$ cat config.mk
export PLATFORM = sky130hd
export DESIGN_NAME = bitmap_allocator_unit
export DESIGN_NICKNAME = d
export VERILOG_FILES = /design/src/hdl/bmpa_pkg.sv /design/src/hdl/bitmap_allocator_unit.sv /design/src/hdl/bmpa_store.sv /design/src/hdl/bmpa_ctrl.sv
export SDC_FILE = /design/constraint.sdc
export NUM_CORES = 2
export LEC_CHECK = 0
export BUFFER_PORTS_ARGS = -buffer_cell sky130_fd_sc_hd__buf_2
export CAP_MARGIN = 20
export CORE_MARGIN = 1.5
export CORE_UTILIZATION = 55
export DETAILED_ROUTE_END_ITERATION = 10
export PLACE_DENSITY = 0.83
export SLEW_MARGIN = 5
export SYNTH_ARGS = -nofsm -noshare
export SYNTH_HDL_FRONTEND = slang
export SYNTH_HIERARCHICAL = 1
export SYNTH_SLANG_ARGS = --single-unit
$ cat constraint.sdc
create_clock -name clock -period 6.65 [get_ports clock]
set_input_delay 0.3325 -clock clock [delete_from_list [all_inputs] [get_ports clock]]
set_output_delay 0.3325 -clock clock [all_outputs]
set_load 0.02 [all_outputs]
$ cat src/hdl/bmpa_pkg.sv
// ---------------------------------------------------------------------------
// bmpa_pkg
// Shared types, codes and constants for the bitmap allocator.
// ---------------------------------------------------------------------------
package bmpa_pkg;

   // Sizes fixed by the transaction fields
   localparam int KIND_W   = 3;
   localparam int IDX_W    = 10;
   localparam int CNT_W    = 11;
   localparam int STATUS_W = 2;

   // Default capacity in bits and the reset bit count
   localparam int MAX_BITS_DEF = 1024;
   localparam logic [CNT_W-1:0] COUNT_RESET = CNT_W'(1024);

   // A byte with every bit marked used
   localparam logic [7:0] BYTE_ALL_USED = 8'hFF;

   // Request kinds
   localparam logic [KIND_W-1:0] KIND_FILL  = 3'd0;
   localparam logic [KIND_W-1:0] KIND_SET   = 3'd1;
   localparam logic [KIND_W-1:0] KIND_CLEAR = 3'd2;
   localparam logic [KIND_W-1:0] KIND_TEST  = 3'd3;
   localparam logic [KIND_W-1:0] KIND_FIND  = 3'd4;

   // Response status codes
   localparam logic [STATUS_W-1:0] STATUS_OK    = 2'd0;
   localparam logic [STATUS_W-1:0] STATUS_RANGE = 2'd1;
   localparam logic [STATUS_W-1:0] STATUS_NONE  = 2'd2;

   typedef struct packed {
      logic [KIND_W-1:0] kind;
      logic [IDX_W-1:0]  bit_num;
   } req_type;

   typedef struct packed {
      logic [STATUS_W-1:0] status;
      logic                bit_value;
      logic [IDX_W-1:0]    free_index;
   } rsp_type;

   // Controller to store strobes
   typedef struct packed {
      logic rd_en;
      logic wr_en;
      logic fill;
   } store_ctl_type;

   typedef enum logic [1:0] {
      ST_IDLE,
      ST_MODIFY,
      ST_FIND,
      ST_PUSH
   } state_type;

endpackage

$ cat src/hdl/bitmap_allocator_unit.sv
// ---------------------------------------------------------------------------
// bitmap_allocator_unit
// Used/free bitmap with fill, set, clear, test and find-lowest-free requests.
// ---------------------------------------------------------------------------
// The bitmap lives in a byte-wide memory with a registered read; a per-byte
// valid flag makes reset and fill (all used) take effect at once, with no
// clearing pass. Fill, out-of-range indices and unused kinds need no memory
// read; set and clear read the byte, then write it back, and test only reads
// it. Find reads one byte per cycle from byte 0, up to the first free bit or
// to the last byte below bit_count (at most MAX_BITS/8 bytes). The next
// transaction is accepted while a response is still waiting in the output
// register. A bit_count above MAX_BITS acts as MAX_BITS; csr writes are
// taken at any time and must only be issued while the unit is idle.
// ---------------------------------------------------------------------------
module bitmap_allocator_unit #(
   parameter int MAX_BITS = bmpa_pkg::MAX_BITS_DEF
) (
   input  logic                        clock,
   input  logic                        reset,
   input  logic                        req_valid,
   output logic                        req_ready,
   input  bmpa_pkg::req_type           req_data,
   output logic                        rsp_valid,
   input  logic                        rsp_ready,
   output bmpa_pkg::rsp_type           rsp_data,
   input  logic                        csr_valid,
   output logic                        csr_ready,
   input  logic [bmpa_pkg::CNT_W-1:0]  csr_data
);
   import bmpa_pkg::*;

   localparam int STORE_BYTES = (MAX_BITS + 7) / 8;
   localparam int ADDR_W      = (STORE_BYTES > 1) ? $clog2(STORE_BYTES) : 1;

   logic [CNT_W-1:0]  bit_count_ff, bit_count_in;
   store_ctl_type     store_ctl;
   logic [ADDR_W-1:0] rd_addr;
   logic [ADDR_W-1:0] wr_addr;
   logic [7:0]        wr_data;
   logic [7:0]        rd_data;

   // Bit count register
   assign csr_ready    = 1'b1;
   assign bit_count_in = (csr_valid && csr_ready) ? csr_data : bit_count_ff;

   always_ff @(posedge clock) begin
      if (reset) begin
         bit_count_ff <= COUNT_RESET;
      end else begin
         bit_count_ff <= bit_count_in;
      end
   end

   bmpa_ctrl #(
      .MAX_BITS (MAX_BITS),
      .ADDR_W   (ADDR_W)
   ) u_ctrl (
      .clock     (clock),
      .reset     (reset),
      .bit_count (bit_count_ff),
      .req_valid (req_valid),
      .req_ready (req_ready),
      .req_data  (req_data),
      .rsp_valid (rsp_valid),
      .rsp_ready (rsp_ready),
      .rsp_data  (rsp_data),
      .store_ctl (store_ctl),
      .rd_addr   (rd_addr),
      .wr_addr   (wr_addr),
      .wr_data   (wr_data),
      .rd_data   (rd_data)
   );

   bmpa_store #(
      .STORE_BYTES (STORE_BYTES),
      .ADDR_W      (ADDR_W)
   ) u_store (
      .clock   (clock),
      .reset   (reset),
      .ctl     (store_ctl),
      .rd_addr (rd_addr),
      .wr_addr (wr_addr),
      .wr_data (wr_data),
      .rd_data (rd_data)
   );

endmodule

$ cat src/hdl/bmpa_store.sv
// ---------------------------------------------------------------------------
// bmpa_store
// Byte-wide bitmap memory with registered read and per-byte valid
// flags. A byte that is not valid reads as all used, so reset and fill need
// no clearing pass.
// ---------------------------------------------------------------------------
module bmpa_store #(
   parameter int STORE_BYTES = 128,
   parameter int ADDR_W      = 7
) (
   input  logic                     clock,
   input  logic                     reset,
   input  bmpa_pkg::store_ctl_type  ctl,
   input  logic [ADDR_W-1:0]        rd_addr,
   input  logic [ADDR_W-1:0]        wr_addr,
   input  logic [7:0]               wr_data,
   output logic [7:0]               rd_data
);
   import bmpa_pkg::*;

   logic [7:0]             mem [STORE_BYTES];
   logic [STORE_BYTES-1:0] valid_ff;
   logic [7:0]             rd_q_ff;
   logic                   rd_v_ff;

   // Valid flags: cleared by reset and by fill, set on write
   always_ff @(posedge clock) begin
      if (reset) begin
         valid_ff <= '0;
      end else if (ctl.fill) begin
         valid_ff <= '0;
      end else if (ctl.wr_en) begin
         valid_ff[wr_addr] <= 1'b1;
      end
   end

   // Memory array, write port and registered read port
   always_ff @(posedge clock) begin
      if (ctl.wr_en) begin
         mem[wr_addr] <= wr_data;
      end
      if (ctl.rd_en) begin
         rd_q_ff <= mem[rd_addr];
         rd_v_ff <= valid_ff[rd_addr];
      end
   end

   assign rd_data = rd_v_ff ? rd_q_ff : BYTE_ALL_USED;

endmodule

$ cat src/hdl/bmpa_ctrl.sv
// ---------------------------------------------------------------------------
// bmpa_ctrl
// Request sequencer: read-modify-write for set and clear, a read for test,
// a byte walk for find, and the response register.
// ---------------------------------------------------------------------------
module bmpa_ctrl #(
   parameter int MAX_BITS    = bmpa_pkg::MAX_BITS_DEF,
   parameter int ADDR_W      = 7
) (
   input  logic                        clock,
   input  logic                        reset,
   input  logic [bmpa_pkg::CNT_W-1:0]  bit_count,
   input  logic                        req_valid,
   output logic                        req_ready,
   input  bmpa_pkg::req_type           req_data,
   output logic                        rsp_valid,
   input  logic                        rsp_ready,
   output bmpa_pkg::rsp_type           rsp_data,
   output bmpa_pkg::store_ctl_type     store_ctl,
   output logic [ADDR_W-1:0]           rd_addr,
   output logic [ADDR_W-1:0]           wr_addr,
   output logic [7:0]                  wr_data,
   input  logic [7:0]                  rd_data
);
   import bmpa_pkg::*;

   localparam int CAP_W = $clog2(MAX_BITS + 1);
   localparam int LW    = (CAP_W > CNT_W) ? CAP_W : CNT_W;

   state_type         state_ff, state_in;
   logic [KIND_W-1:0] kind_ff, kind_in;
   logic [ADDR_W-1:0] addr_ff, addr_in;
   logic [2:0]        bitpos_ff, bitpos_in;
   logic [ADDR_W-1:0] last_ff, last_in;
   logic [2:0]        lastbit_ff, lastbit_in;
   rsp_type           res_ff, res_in;
   logic              rsp_valid_ff, rsp_valid_in;
   rsp_type           rsp_data_ff, rsp_data_in;

   logic [LW-1:0]     count_ext;
   logic [LW-1:0]     live;
   logic [LW-1:0]     live_m1;
   logic              accept;
   logic              is_bit_op;
   logic              in_range;
   logic              slot_free;
   logic [7:0]        mask;
   logic [7:0]        lim;
   logic [7:0]        free_bits;
   logic              hit;
   logic [2:0]        pos;
   logic              at_last;
   logic              find_done;
   rsp_type           imm_res;
   rsp_type           done_res;

   // Effective bit count, clamped to capacity
   assign count_ext = LW'(bit_count);
   assign live      = (count_ext > LW'(MAX_BITS)) ? LW'(MAX_BITS) : count_ext;
   assign live_m1   = live - LW'(1);

   assign accept    = req_valid && (state_ff == ST_IDLE);
   assign is_bit_op = (req_data.kind == KIND_SET) || (req_data.kind == KIND_CLEAR) ||
                      (req_data.kind == KIND_TEST);
   assign in_range  = LW'(req_data.bit_num) < live;
   assign slot_free = !rsp_valid_ff || rsp_ready;

   // Byte scan for the lowest free bit below the count
   assign at_last   = (addr_ff == last_ff);
   assign lim       = at_last ? (BYTE_ALL_USED >> (3'd7 - lastbit_ff)) : BYTE_ALL_USED;
   assign free_bits = ~rd_data & lim;
   assign hit       = |free_bits;
   assign find_done = hit || at_last;

   always_comb begin
      pos = 3'd0;
      for (int j = 7; j >= 0; j--) begin
         if (free_bits[j]) begin
            pos = 3'(j);
         end
      end
   end

   assign mask = 8'b1 << bitpos_ff;

   // Result of a request that needs no memory access
   always_comb begin
      imm_res = '0;
      if (is_bit_op) begin
         imm_res.status = STATUS_RANGE;
      end else if (req_data.kind == KIND_FIND) begin
         imm_res.status = STATUS_NONE;
      end
   end

   // Result at the end of a memory access
   always_comb begin
      done_res = '0;
      if (state_ff == ST_MODIFY) begin
         if (kind_ff == KIND_TEST) begin
            done_res.bit_value = |(rd_data & mask);
         end
      end else if (hit) begin
         done_res.free_index = IDX_W'({addr_ff, pos});
      end else begin
         done_res.status = STATUS_NONE;
      end
   end

   // Next state
   always_comb begin
      state_in = state_ff;
      case (state_ff)
         ST_IDLE: begin
            if (accept) begin
               if (is_bit_op && in_range) begin
                  state_in = ST_MODIFY;
               end else if ((req_data.kind == KIND_FIND) && (live != '0)) begin
                  state_in = ST_FIND;
               end else begin
                  state_in = ST_PUSH;
               end
            end
         end
         ST_MODIFY: begin
            state_in = slot_free ? ST_IDLE : ST_PUSH;
         end
         ST_FIND: begin
            if (find_done) begin
               state_in = slot_free ? ST_IDLE : ST_PUSH;
            end
         end
         ST_PUSH: begin
            if (slot_free) begin
               state_in = ST_IDLE;
            end
         end
         default: begin
            state_in = ST_IDLE;
         end
      endcase
   end

   // Outputs and datapath
   always_comb begin
      store_ctl    = '0;
      rd_addr      = addr_ff;
      wr_addr      = addr_ff;
      wr_data      = rd_data;
      kind_in      = kind_ff;
      addr_in      = addr_ff;
      bitpos_in    = bitpos_ff;
      last_in      = last_ff;
      lastbit_in   = lastbit_ff;
      res_in       = res_ff;
      rsp_data_in  = rsp_data_ff;
      rsp_valid_in = rsp_valid_ff && !rsp_ready;
      case (state_ff)
         ST_IDLE: begin
            if (accept) begin
               kind_in    = req_data.kind;
               bitpos_in  = req_data.bit_num[2:0];
               last_in    = ADDR_W'(live_m1 >> 3);
               lastbit_in = live_m1[2:0];
               res_in     = imm_res;
               store_ctl.fill = (req_data.kind == KIND_FILL);
               if (req_data.kind == KIND_FIND) begin
                  addr_in = '0;
               end else begin
                  addr_in = ADDR_W'(req_data.bit_num >> 3);
               end
               rd_addr = addr_in;
               store_ctl.rd_en = (is_bit_op && in_range) ||
                                 ((req_data.kind == KIND_FIND) && (live != '0));
            end
         end
         ST_MODIFY: begin
            if (kind_ff == KIND_SET) begin
               store_ctl.wr_en = 1'b1;
               wr_data         = rd_data | mask;
            end else if (kind_ff == KIND_CLEAR) begin
               store_ctl.wr_en = 1'b1;
               wr_data         = rd_data & ~mask;
            end
            res_in = done_res;
            if (slot_free) begin
               rsp_data_in  = done_res;
               rsp_valid_in = 1'b1;
            end
         end
         ST_FIND: begin
            if (find_done) begin
               res_in = done_res;
               if (slot_free) begin
                  rsp_data_in  = done_res;
                  rsp_valid_in = 1'b1;
               end
            end else begin
               addr_in         = addr_ff + ADDR_W'(1);
               rd_addr         = addr_in;
               store_ctl.rd_en = 1'b1;
            end
         end
         ST_PUSH: begin
            if (slot_free) begin
               rsp_data_in  = res_ff;
               rsp_valid_in = 1'b1;
            end
         end
         default: begin
            rsp_valid_in = rsp_valid_ff && !rsp_ready;
         end
      endcase
   end

   // Control registers
   always_ff @(posedge clock) begin
      if (reset) begin
         state_ff     <= ST_IDLE;
         rsp_valid_ff <= 1'b0;
      end else begin
         state_ff     <= state_in;
         rsp_valid_ff <= rsp_valid_in;
      end
   end

   // Payload registers
   always_ff @(posedge clock) begin
      kind_ff     <= kind_in;
      addr_ff     <= addr_in;
      bitpos_ff   <= bitpos_in;
      last_ff     <= last_in;
      lastbit_ff  <= lastbit_in;
      res_ff      <= res_in;
      rsp_data_ff <= rsp_data_in;
   end

   assign req_ready = (state_ff == ST_IDLE);
   assign rsp_valid = rsp_valid_ff;
   assign rsp_data  = rsp_data_ff;

endmodule

# Word-level counts from Yosys, hierarchy flattened
# Memories as Yosys holds them, arrays and structs flattened. A register that Yosys moved wholly into a read port is not among the register bits.
# Index checks and enable logic that the tools add are counted.
# classes
shift	2
addsub	3
n_lt_le_gt_ge	5
n_reduce_logical	25
n_mux	57
eq_ne	14
bitwise_logic	7
# op_table
op	n
$or A128 B128 Y128	1
$pmux W13 S3	2
$mux W13	5
$mux W8	5
$and A8 B8 Y8	3
$mux W3	8
$mux W7	3
$mux W10	2
$mux W2	9
$lt A7 B8 Y1 const B	2
$mux W1	16
$not A8 Y8	2
$reduce_or A8 Y1	2
$pmux W7 S2	1
$eq A3 B2 Y1 const B	4
$gt A11 B11 Y1 const B	1
$lt A10 B11 Y1	1
$mux W11	1
$reduce_bool A11 Y1	1
$sub A10 B1 Y10 const B	1
$reduce_and A3 Y1	3
$or A8 B8 Y8	1
$pmux W2 S4	1
$shl A1 B3 Y8 const A	1
21 further kinds	37
# totals
memories	1
register_bits	192
ram_bits	1024
wordCells	130
# memory_table
memory	words	width	rd	rd_clocked_by_memory_dff	wr	line_no	rtl
u_store.mem	128	8	1	1	1	bmpa_store.sv:21	logic [7:0] mem [STORE_BYTES];

# Logic depth before layout (Yosys ltp)
# depth
depth_word	17
mapped_depth	15
depth_no_buf	11

# By module
# The synthesis kept the hierarchy.
# by_module_without_submodules
module	cells_per_inst	area_each_um2	seq_area_each_um2	n_inst
bmpa_store	1967	44400.1	33582.2	1
bmpa_ctrl	329	3280.6	1461.4	1
bitmap_allocator_unit	37	401.6	220.2	1

# Worst setup path after synthesis
# No wires, ideal clock.
# synth_path
path_kind	reg-to-reg
from	register u_ctrl.state_ff[1]
to	memory u_store.mem[0][3], data pin
setup_ns	1.197
setup_slack_ns	-0.617
stages_incl_launch_ff	6
arrival_ns	6.071
period_less_slack_ns	7.267
cell_sequence	dfxtp_1 -> inv_1 -> ha_1 -> clkbuf_1 -> nand3_1 -> o21ai_0
# synth_between
elab_chain_len	2
# synth_lines
item	line_no	rtl
start, declared	bmpa_ctrl.sv:30	state_type state_ff, state_in;
start signal, assigned	bmpa_ctrl.sv:222	state_ff <= state_in;
$eq A2 B1 Y1	bmpa_ctrl.sv:158	case (state_ff)
$mux W8	bmpa_ctrl.sv:158	
named net wr_data[3]	bitmap_allocator_unit.sv:39	logic [7:0] wr_data;
end, declared	bmpa_store.sv:21	
# The timed path passes the listed nets, and every way through them passes these cells.

# Final worst setup path
# layout_path
from	register u_ctrl.addr_ff[4] (netlist: u_ctrl/wr_addr[4])
to	register u_store.rd_q_ff[4], read port of u_store.mem, data pin
# layout_between
elab_chain_len	7
elab_cells_between_ends	11
classes_between	add/sub (1); eq/ne (1); mux (6); bitwise (1); reduce/logical (2)
# layout_lines
item	line_no	rtl
start, declared	bmpa_ctrl.sv:32	logic [ADDR_W-1:0] addr_ff, addr_in;
start signal, assigned	bmpa_ctrl.sv:230	addr_ff <= addr_in;
$eq A7 B7 Y1 *	bmpa_ctrl.sv:69	assign at_last = (addr_ff == last_ff);
$mux W8	bmpa_ctrl.sv:70	assign lim = at_last ? (BYTE_ALL_USED >> (3'd7 - lastbit_ff)) : BYTE_ALL_USED;
$and A8 B8 Y8	bmpa_ctrl.sv:71	assign free_bits = ~rd_data & lim;
$reduce_or A8 Y1	bmpa_ctrl.sv:72	assign hit = |free_bits;
$logic_or A1 B1 Y1 *	bmpa_ctrl.sv:73	assign find_done = hit || at_last;
$mux W7 *	-	
$pmux W7 S2 *	-	
named net rd_addr[2]	bitmap_allocator_unit.sv:37	logic [ADDR_W-1:0] rd_addr;
end, declared	bmpa_store.sv:23	logic [7:0] rd_q_ff;
# The timed path passes the listed nets; every way through them passes the cells marked *.
# A chain may end at the register's enable or synchronous reset.

==> results_dict.tcl <==
set metrics [dict create \
    h-tree-depth 3 \
    post-route-util_pct 62.07 \
    required_ns 7.11 \
    fin_worst_skew_ns 0.04639 \
    synthAdderAreaFrac_pct 0.3903 \
    routedWlPerCell_um 32.58 \
    p_leak_uw 0.01676 \
    diodes 0 \
    fill_cells 5447 \
    drv_slew 0 \
    endpoint "u_store/rd_q_ff[4]" \
    clockRootBuffer "clkbuf_16" \
    core_area_sq_um 86750 \
    globalplace.congestion 0.8687 \
    grt_pass1_vias 25630 \
    yosysWarnings 6 \
    synth-simple-area-share_pct 3.110 \
    synth_seq_cells 1224 \
    maxCapViolCount 0 \
    multiInputGateArea_sq_um 12340 \
    drtAntennaViolNets 0 \
    ios 45 \
    cts.sinks 1224 \
    worst_hold_path_type "input port to flip-flop" \
    powerDensity_nw_per_um2 483.3 \
    reg2reg_setup_slack_ns 0.62 \
    cts_tree "yes" \
    worstMarginPinSlew_ns 1.152 \
    layout_commonest_cell "edfxtp_1" \
    hpwl_mm 68.36 \
    slew_headroom_pct 23.20 \
    die_y_um 298.7 \
    max_freq_mhz 165.7 \
    initial_core_util_pct 55.42 \
    irDropWorstVdd_mv 0.5258 \
    post_route_cells_drive_above_1_share_pct 27.30 \
    synth_top_family_by_area "multiplexers" \
    cts_resized 0 \
    critical_path_class "flip-flop to flip-flop" \
    drc 0 \
    dr.pass1.iters 6 \
    clkTransAtPathRegs_ns 0.07 \
    syn_inst 2333 \
    cp.arrival_ns 6.49 \
    die_area_sq_um 89200 \
    rsz0062_at_grt "no" \
    syn_nets 2377 \
    worstPathMaxFanout 71 \
    yosys.cell_types.count 68 \
    crit_start "u_ctrl/wr_addr[4]" \
    wl_mm 120.7 \
    startpoint_type "flip-flop" \
    cts_made_buffers 112 \
    drtIter0Drc 3728 \
    regArea_sq_um 35260 \
    grt_max_degree 113 \
    status "complete, no violations" \
    place.port_buffers 43 \
    async_flop_share_pct 0 \
    clockBufferDepth 3 \
    vias_per_cell 6.844 \
    period_needed_ns 6.034 \
    hold_viol 0 \
    clock_latency_ns 0.71 \
    syn2layout_area_growth_pct 11.99 \
    grt_pass1_wl_mm 174.4 \
    num_rows 108 \
    synth_compound_gate_area_share_pct 3.346 \
    rr_startpoint "u_ctrl/wr_addr[4]" \
    synth_mux_area_share_pct 18.26 \
    overflow 0 \
    cp-end-kind "flip-flop" \
    routed-via-count 25350 \
    antenna_found_initial 5 \
    ys.flop_type "edfxtp_1" \
    postPlaceCellArea_sq_um 49910 \
    die_w_um 298.7 \
    ys_seq_area_share_pct 73.34 \
    synth_edf_count 1075 \
    holdWs_ns 0.03281 \
    fin_crit_sh_pct 90.74 \
    ff2ff_path_depth 13 \
    finalNetCount 2495 \
    post-route-cell-area_sq_um 53850 \
    avgSynthCellArea_sq_um 20.61 \
    rr_endpoint "u_store/rd_q_ff[4]" \
    most-common-layout-cells "edfxtp_1 (1075), mux4_2 (378), nor2_1 (165), dfxtp_1 (149), o21a_1 (132)" \
    track_usage_pct 26.97 \
    synth_xor_area_share_pct 0.2550 \
    syn_area_sq_um 48080 \
    setup_violations 0 \
]
-- repair_timing --
item / in CTS / in global routing
setup endpoints to repair: 0 / 0
hold endpoints to repair: 17 / 0
setup buffers: 0 / 0
hold buffers: 17 / 0
-- worst min path at each step --
stage / startpoint / end / slack [ns] / cells after the start
final: reset / bit_count_ff[6] / 0.03 / 2
after global routing: reset / bit_count_ff[6] / 0.05 / 2
after CTS: reset / bit_count_ff[6] / 0.007 / 2
after detailed placement: u_store/valid_ff[4] / u_store/valid_ff[4] / 0.45 / 1
after global placement: u_store/valid_ff[115] / u_store/valid_ff[115] / 0.44 / 1
after floorplan: reset / u_ctrl/state_ff[1] / 0.40 / 1
-- cell usage after synthesis (3+ instances only) --
cell | instances | share of area (%)
edfxtp_1 | 1075 | 67
mux4_2 | 378 | 18
nor2_1 | 166 | 1.3
dfxtp_1 | 149 | 6.2
o21a_1 | 132 | 2.1
clkbuf_1 | 69 | 0.54
nand2_1 | 39 | 0.30
o21ai_0 | 31 | 0.32
buf_1 | 25 | 0.20
buf_2 | 24 | 0.25
nand3_1 | 21 | 0.22
ha_1 | 15 | 0.39
a21oi_1 | 14 | 0.15
mux2i_1 | 14 | 0.29
nand2b_1 | 14 | 0.18
inv_1 | 13 | 0.10
nor2b_1 | 11 | 0.14
mux2_2 | 9 | 0.21
a22o_1 | 8 | 0.15
nor3_1 | 8 | 0.083
xnor2_1 | 8 | 0.15
and2_1 | 7 | 0.091
buf_6 | 6 | 0.14
o211ai_1 | 6 | 0.094
xor2_1 | 6 | 0.11
nand4_1 | 5 | 0.065
or2_1 | 5 | 0.065
a22oi_1 | 4 | 0.062
a41oi_1 | 4 | 0.073
nand3b_1 | 4 | 0.062
nor3b_1 | 4 | 0.062
nor4_1 | 4 | 0.052
or2_2 | 4 | 0.052
a21o_1 | 3 | 0.047
a41o_1 | 3 | 0.062
and3_1 | 3 | 0.039
buf_4 | 3 | 0.047
o21ai_1 | 3 | 0.031
-- metrics by stage --
| stage | TNS (ns) | cells | power [uW] | setup slack, ns |
|---|---|---|---|---|
| after floorplan | -541.19 | 2333 | 16470 | -0.6175 |
| after global placement | 0 | 3457 | 19220 | 1.080 |
| after detailed placement | 0 | 3462 | 19480 | 0.8749 |
| after CTS | 0 | 3691 | 25850 | 0.8241 |
| after global routing | 0 | 3704 | 26590 | 0.4971 |
| final | 0 | 3704 | 26020 | 0.6161 |
-- logic make-up (layout without fill, tap and decap cells) --
kind of cell	after synthesis	in the layout
AND/OR/NAND/NOR	310	310
multiplexers	403	403
adder cells (fa/ha/maj)	15	15
buffers and inverters	142	358
other	1	1
AO/OA/AOI/OAI	224	224
flip-flops	1224	1224
XOR/XNOR	14	14
-- sequential cells by signal, summed over array words and instances, names as in the netlist --
register and count:
bit_count_ff 11, u_ctrl/bitpos_ff 3, u_ctrl/kind_ff 3, u_ctrl/last_ff 7, u_ctrl/lastbit_ff 3, u_ctrl/res_ff 13
u_ctrl/rsp_data 13, u_ctrl/rsp_valid 1, u_ctrl/state_ff 2, u_ctrl/wr_addr 7, u_store/mem 1024, u_store/rd_q_ff 8
u_store/rd_v_ff 1, u_store/valid_ff 128
-- layer usage --
metal / part of all wire [%] / vias up / global-route usage, %
met5: 0 / - / 0
met3: 12 / 378 / 5.583
met2: 49 / 2054 / 44.33
li1: - / 9879 / -
met1: 34 / 13040 / 34.92
met4: 5.1 / 0 / 12.51
-- report_power, final --
part           switching, uW  leakage (uW)  total (uW)  internal (uW)
Sequential               146        0.0107        9380           9240
Clock                   2860       0.00176        6310           3440
Combinational           5820       0.00427       10300           4510
Total                   8830        0.0168       26000          17200
-- area by class of cell --
cell class	instances	area share [%]
Clock inverter	60	0.9132
Timing Repair Buffer	131	2.149
Tap cell	1155	2.684
Inverter	15	0.1046
Multi-Input combinational cell	967	22.91
Sequential cell	1224	65.49
Clock buffer	152	5.749
-- critical path: stages, from the launching register on --
cell      delay (ns)
dfxtp_1         0.82
xor2_1          0.13
nor2_1          0.46
a41o_1          0.35
nand4_4         0.18
nor3_4          0.52
nand4_1         0.20
o211ai_1        0.31
buf_12          0.40
buf_4           0.41
mux4_2          0.40
mux4_2          0.54
mux4_2          0.60
mux2_2          0.32
No activity file was read; power rests on OpenSTA's default activity.
